$ cat config.mk
export PLATFORM = sky130hd
export DESIGN_NAME = pcc_ctrl
export DESIGN_NICKNAME = d
export VERILOG_FILES = /design/src/rtl/pcc_pkg.sv /design/src/rtl/pcc_ctrl.sv
export SDC_FILE = /design/constraint.sdc
export NUM_CORES = 1
export LEC_CHECK = 0
export BUFFER_PORTS_ARGS = -buffer_cell sky130_fd_sc_hd__buf_2
export CAP_MARGIN = 30
export CELL_PAD_IN_SITES_DETAIL_PLACEMENT = 1
export CELL_PAD_IN_SITES_GLOBAL_PLACEMENT = 2
export CORE_MARGIN = 1
export CORE_UTILIZATION = 25
export CTS_BUF_LIST = sky130_fd_sc_hd__clkbuf_8 sky130_fd_sc_hd__clkbuf_16
export DETAILED_ROUTE_END_ITERATION = 10
export PLACE_DENSITY_LB_ADDON = 0.1
export SETUP_SLACK_MARGIN = 0.1
export SYNTH_ARGS = -nofsm -noshare
export SYNTH_HDL_FRONTEND = slang
export SYNTH_SLANG_ARGS = --single-unit
$ cat constraint.sdc
create_clock -name clk -period 3.3 [get_ports clk]
set_input_delay 0 -clock clk [delete_from_list [all_inputs] [get_ports clk]]
set_output_delay 0 -clock clk [all_outputs]
set_load 0.01 [all_outputs]
$ cat src/rtl/pcc_pkg.sv
// Shared types, constants and helpers for the prefix cache token cost block.
// Used by the controller, the datapath and the top level; depends on nothing.
`default_nettype none

package pcc_pkg;

    localparam int MAX_ENTRIES_DEF = 256;
    localparam int KEY_W           = 26;
    localparam int WORD_W          = KEY_W + 2;
    localparam logic [19:0] TOTAL_MAX = 20'hFFFFF;

    localparam logic [1:0] CHOICE_LITERAL = 2'd0;
    localparam logic [1:0] CHOICE_CACHE   = 2'd1;
    localparam logic [1:0] CHOICE_PREV    = 2'd2;

    localparam logic REG_CAPACITY    = 1'b0;
    localparam logic REG_PREV_ENABLE = 1'b1;

    typedef enum logic [3:0] {
        ST_IDLE,
        ST_SCAN_RD,
        ST_SCAN_CMP,
        ST_DECIDE,
        ST_INC,
        ST_INS2,
        ST_INS3,
        ST_SW_RD,
        ST_SW_EV,
        ST_DONE
    } pcc_state_t;

    typedef struct packed {
        logic load;
        logic scan_rd;
        logic scan_cmp;
        logic decide;
        logic inc_wr;
        logic ins_sel3;
        logic ins_direct;
        logic sw_rd;
        logic sw_ev;
        logic finish;
    } pcc_cmd_t;

    typedef struct packed {
        logic scan_more;
        logic need2;
        logic need3;
        logic full;
        logic sw_zero;
        logic pick_cache;
        logic out_free;
    } pcc_status_t;

    function automatic logic [31:0] byte_mask(input logic [2:0] n);
        logic [31:0] m;
        unique case (n)
            3'd1:    m = 32'h0000_00FF;
            3'd2:    m = 32'h0000_FFFF;
            3'd3:    m = 32'h00FF_FFFF;
            default: m = 32'hFFFF_FFFF;
        endcase
        return m;
    endfunction

endpackage

`default_nettype wire

$ cat src/rtl/pcc_ctrl.sv
// Sequencing state machine for the prefix cache token cost block.
// Depends on pcc_pkg for the state, command and status types.
`default_nettype none

module pcc_ctrl (
    input  wire logic                clk,
    input  wire logic                rst_n,
    input  wire logic                in_valid,
    output logic                     in_ready,
    input  wire pcc_pkg::pcc_status_t status,
    output pcc_pkg::pcc_cmd_t        cmd
);

    pcc_pkg::pcc_state_t state_reg, state_next;
    logic phase3_reg, phase3_next;

    always_ff @(posedge clk or negedge rst_n)
    begin
        if (!rst_n)
        begin
            state_reg  <= pcc_pkg::ST_IDLE;
            phase3_reg <= 1'b0;
        end
        else
        begin
            state_reg  <= state_next;
            phase3_reg <= phase3_next;
        end
    end

    always_comb
    begin
        state_next  = state_reg;
        phase3_next = phase3_reg;
        cmd         = '0;
        in_ready    = 1'b0;
        unique case (state_reg)
            pcc_pkg::ST_IDLE:
            begin
                in_ready = 1'b1;
                if (in_valid)
                begin
                    cmd.load   = 1'b1;
                    state_next = pcc_pkg::ST_SCAN_RD;
                end
            end
            pcc_pkg::ST_SCAN_RD:
            begin
                if (status.scan_more)
                begin
                    cmd.scan_rd = 1'b1;
                    state_next  = pcc_pkg::ST_SCAN_CMP;
                end
                else
                begin
                    state_next = pcc_pkg::ST_DECIDE;
                end
            end
            pcc_pkg::ST_SCAN_CMP:
            begin
                cmd.scan_cmp = 1'b1;
                state_next   = pcc_pkg::ST_SCAN_RD;
            end
            pcc_pkg::ST_DECIDE:
            begin
                cmd.decide = 1'b1;
                state_next = status.pick_cache ? pcc_pkg::ST_INC : pcc_pkg::ST_INS2;
            end
            pcc_pkg::ST_INC:
            begin
                cmd.inc_wr = 1'b1;
                state_next = pcc_pkg::ST_INS2;
            end
            pcc_pkg::ST_INS2:
            begin
                phase3_next = 1'b0;
                if (!status.need2)
                begin
                    state_next = pcc_pkg::ST_INS3;
                end
                else if (!status.full)
                begin
                    cmd.ins_direct = 1'b1;
                    state_next     = pcc_pkg::ST_INS3;
                end
                else
                begin
                    cmd.sw_rd  = 1'b1;
                    state_next = pcc_pkg::ST_SW_EV;
                end
            end
            pcc_pkg::ST_INS3:
            begin
                phase3_next  = 1'b1;
                cmd.ins_sel3 = 1'b1;
                if (!status.need3)
                begin
                    state_next = pcc_pkg::ST_DONE;
                end
                else if (!status.full)
                begin
                    cmd.ins_direct = 1'b1;
                    state_next     = pcc_pkg::ST_DONE;
                end
                else
                begin
                    cmd.sw_rd  = 1'b1;
                    state_next = pcc_pkg::ST_SW_EV;
                end
            end
            pcc_pkg::ST_SW_RD:
            begin
                cmd.ins_sel3 = phase3_reg;
                cmd.sw_rd    = 1'b1;
                state_next   = pcc_pkg::ST_SW_EV;
            end
            pcc_pkg::ST_SW_EV:
            begin
                cmd.ins_sel3 = phase3_reg;
                cmd.sw_ev    = 1'b1;
                if (status.sw_zero)
                    state_next = phase3_reg ? pcc_pkg::ST_DONE : pcc_pkg::ST_INS3;
                else
                    state_next = pcc_pkg::ST_SW_RD;
            end
            pcc_pkg::ST_DONE:
            begin
                if (status.out_free)
                begin
                    cmd.finish = 1'b1;
                    state_next = pcc_pkg::ST_IDLE;
                end
            end
            default:
            begin
                state_next = pcc_pkg::ST_IDLE;
            end
        endcase
    end

endmodule

`default_nettype wire

==> metrics.txt <==
clock latency at the later pin of the worst-skew pair around 220 ps; clk root buf clkbuf_8; final WL roughly 1.4 mm; pin count of the biggest net entering global routing 19; Die Wd 45.3 um; fin crit period between 1500 and 2000 ps; Worst Tran Pin Value ~570 ps; distinct cell type count after synthesis 31; core box area between 1500 and 2000 um^2; relative max-transition margin roughly three fifths; vias per inst 5.03; Worst setup EP type primary output; Vias 528; CP required between 3000 and 4000 ps; ant diodes 0; maxcap violations 0; worst hold-check path type input port to flop; Reg clk slew, reported paths around 40 ps; I/O Buffers 20; Clock Skew between 2 and 3 ps; FF+latch count, synth 5; Synth Warn # 0; pwr/cell area 868 nW/um^2; RD Place Congestion between 0.7 and 0.8; final setup TNS 0 ps; Placed Cells 100; WP data arrival around 1600 ps; layout cells sized above 1 between 30% and 40%; Final Cycle Share 49.8%; # H-tree levels 1; antenna violations before repair 0; total grt overflow 0; DRC 0; Largest register FFs 4; row count 15; Synth Instances 60; die height roughly 45 um; Mapped Area between 400 and 500 um^2; Routed Antenna Nets 0; Layout Cells excl Fill 105; clk sinks 5; Slew Limit Fails 0; global-route wire length before repair 2.33 mm; sequential cell area fraction in the yosys report 26.7%; Net Count, Synth 70; Setup Viol. Count Final 0; endpoints failing hold 0; DR pass1 iterations 4; Leak Pwr ~0.30 nW; post-DP HPWL slightly below 1 mm; crit start category flop; status finished clean; mean post-synth cell area roughly 8 um^2; cts repair resizes 0; starting density of the core a little over a quarter; TritonCTS Buffers 3; RSZ-0062 raised after global routing false; Crit Path Category flop to primary output; number of I/O pins 21; CTS tree built; Crit Path Max Fanout 16; peak supply drop roughly 240 uV; all-layer global routing usage approximately 16%; Die Area 2050 um^2; vias in the first global route between 500 and 600; Final nets 91; Area Growth Syn to Fin 33.4%; worst-case clock buffer depth 2; initial DRC count 10; routed length per instance approximately 13 um; postcts setup bufs 0; Fmax achieved just over 600 MHz
## what timing repair did
item	4_1_cts	5_1_grt
endpoints found under the setup margin	0	0
hold buffers	1	0
endpoints found under the hold margin	5	0
## synth_stat cells
master / instances / area, um^2
a221oi_1: 1 / 8.76
clkbuf_1: 1 / 3.75
and3_1: 2 / 12.5
mux2i_1: 1 / 10.0
dfrtp_1: 5 / 125
inv_1: 2 / 7.51
nor4_1: 2 / 12.5
nor2b_1: 1 / 6.26
nor4b_2: 1 / 15.0
and4b_1: 1 / 10.0
buf_2: 3 / 15.0
nor3_1: 4 / 20.0
nand3b_1: 1 / 7.51
a21o_1: 1 / 7.51
nand2b_1: 5 / 31.3
nand2_1: 3 / 11.3
a32o_1: 2 / 20.0
nand3_1: 2 / 10.0
nor2b_2: 1 / 8.76
a32oi_1: 1 / 8.76
a31oi_1: 1 / 6.26
nor3b_1: 1 / 7.51
o211ai_1: 1 / 7.51
and2_1: 1 / 6.26
o31ai_1: 1 / 7.51
or3b_1: 1 / 8.76
a211o_1: 1 / 8.76
a21oi_1: 4 / 20.0
buf_6: 1 / 11.3
o22ai_1: 1 / 6.26
nor2_1: 7 / 26.3
## through the flow
step / instance area (um^2) / setup WS, ps / utilization (%) / hold slack, ps / total power [mW]
finish: 624 / 1660 / 35.8 / 66.5 / 0.542
global route: 624 / 1500 / 35.8 / 85.3 / 0.596
CTS: 624 / 1640 / 35.8 / 65.2 / 0.548
detailed placement: 569 / 1700 / 32.6 / -181 / 0.431
global placement: 569 / 1720 / 32.6 / -182 / 0.436
floorplan: 468 / 1980 / - / -296 / 0.362
## worst paths after layout
kind                                                from                        to  slack (ps)  cells past startpoint
max in group asynchronous                          rst_n  state_reg[3]$_DFFE_PN0P_        3050                      2
min in group asynchronous                          rst_n  state_reg[1]$_DFFE_PN0P_         120                      2
worst max-delay path            state_reg[1]$_DFFE_PN0P_                    cmd[4]        1660                      3
worst min-delay path                           status[0]  state_reg[0]$_DFFE_PN0P_          70                      3
worst min register to register    phase3_reg$_DFFE_PN0P_    phase3_reg$_DFFE_PN0P_         640                      2
worst max register to register  state_reg[0]$_DFFE_PN0P_  state_reg[3]$_DFFE_PN0P_        1690                      3
## power breakdown
part	total, mW	internal (mW)	switching (mW)
logic	0.247	0.124	0.124
registers	0.181	0.0854	0.0955
clock network	0.113	0.0800	0.0333
## cell type report
class	count	area [um^2]
sequential	5	125
tap	25	31.3
inverter	2	7.51
multi-input combinational	48	305
fill	225	1120
timing repair buffer	21	110
clock buffer	3	41.3
clock inverter	1	3.75
## worst max-delay path, stage by stage, from the launching register on
cell,delay [ps]
dfrtp_1,560
nor4b_2,540
a32o_1,190
buf_2,120
## cells by family (layout without fill, tap and decap cells)
family / after synthesis / after routing / synth area share (%)
DFF: 5 / 5 / 26.7
and+or+nand+nor: 33 / 33 / 41.4
muxes: 1 / 1 / 2.14
AOI/OAI and AO/OA: 14 / 14 / 21.7
buffers and inverters: 7 / 27 / 8.02
## metal layers
layer / part of all wire (%) / vias to the layer above / global-route usage (%)
met4: 0 / 0 / 7.27
met1: 51 / 247 / 21.2
met2: 44 / 18 / 23.8
li1: - / 263 / -
met5: 0 / - / 0
met3: 5.3 / 0 / 5.60
## layout by cell type (no fill, tap or decap), drive strengths merged
| cell type | n |
|---|---|
| nand2b | 5 |
| mux2i | 1 |
| a32o | 2 |
| a211o | 1 |
| clkbuf | 3 |
| nor3 | 4 |
| nor4b | 1 |
| o31ai | 1 |
| a221oi | 1 |
| and3 | 2 |
| nand3b | 1 |
| buf | 20 |
| and2 | 1 |
| dfrtp | 5 |
| a21o | 1 |
| inv | 3 |
| nor3b | 1 |
| nor2b | 2 |
| o22ai | 1 |
| a32oi | 1 |
| a31oi | 1 |
| and4b | 1 |
| nand3 | 2 |
| nand2 | 3 |
| o211ai | 1 |
| dlygate4sd3 | 1 |
| or3b | 1 |
| nor4 | 2 |
| nor2 | 7 |
| a21oi | 4 |
(Power assumes the default switching activity.)
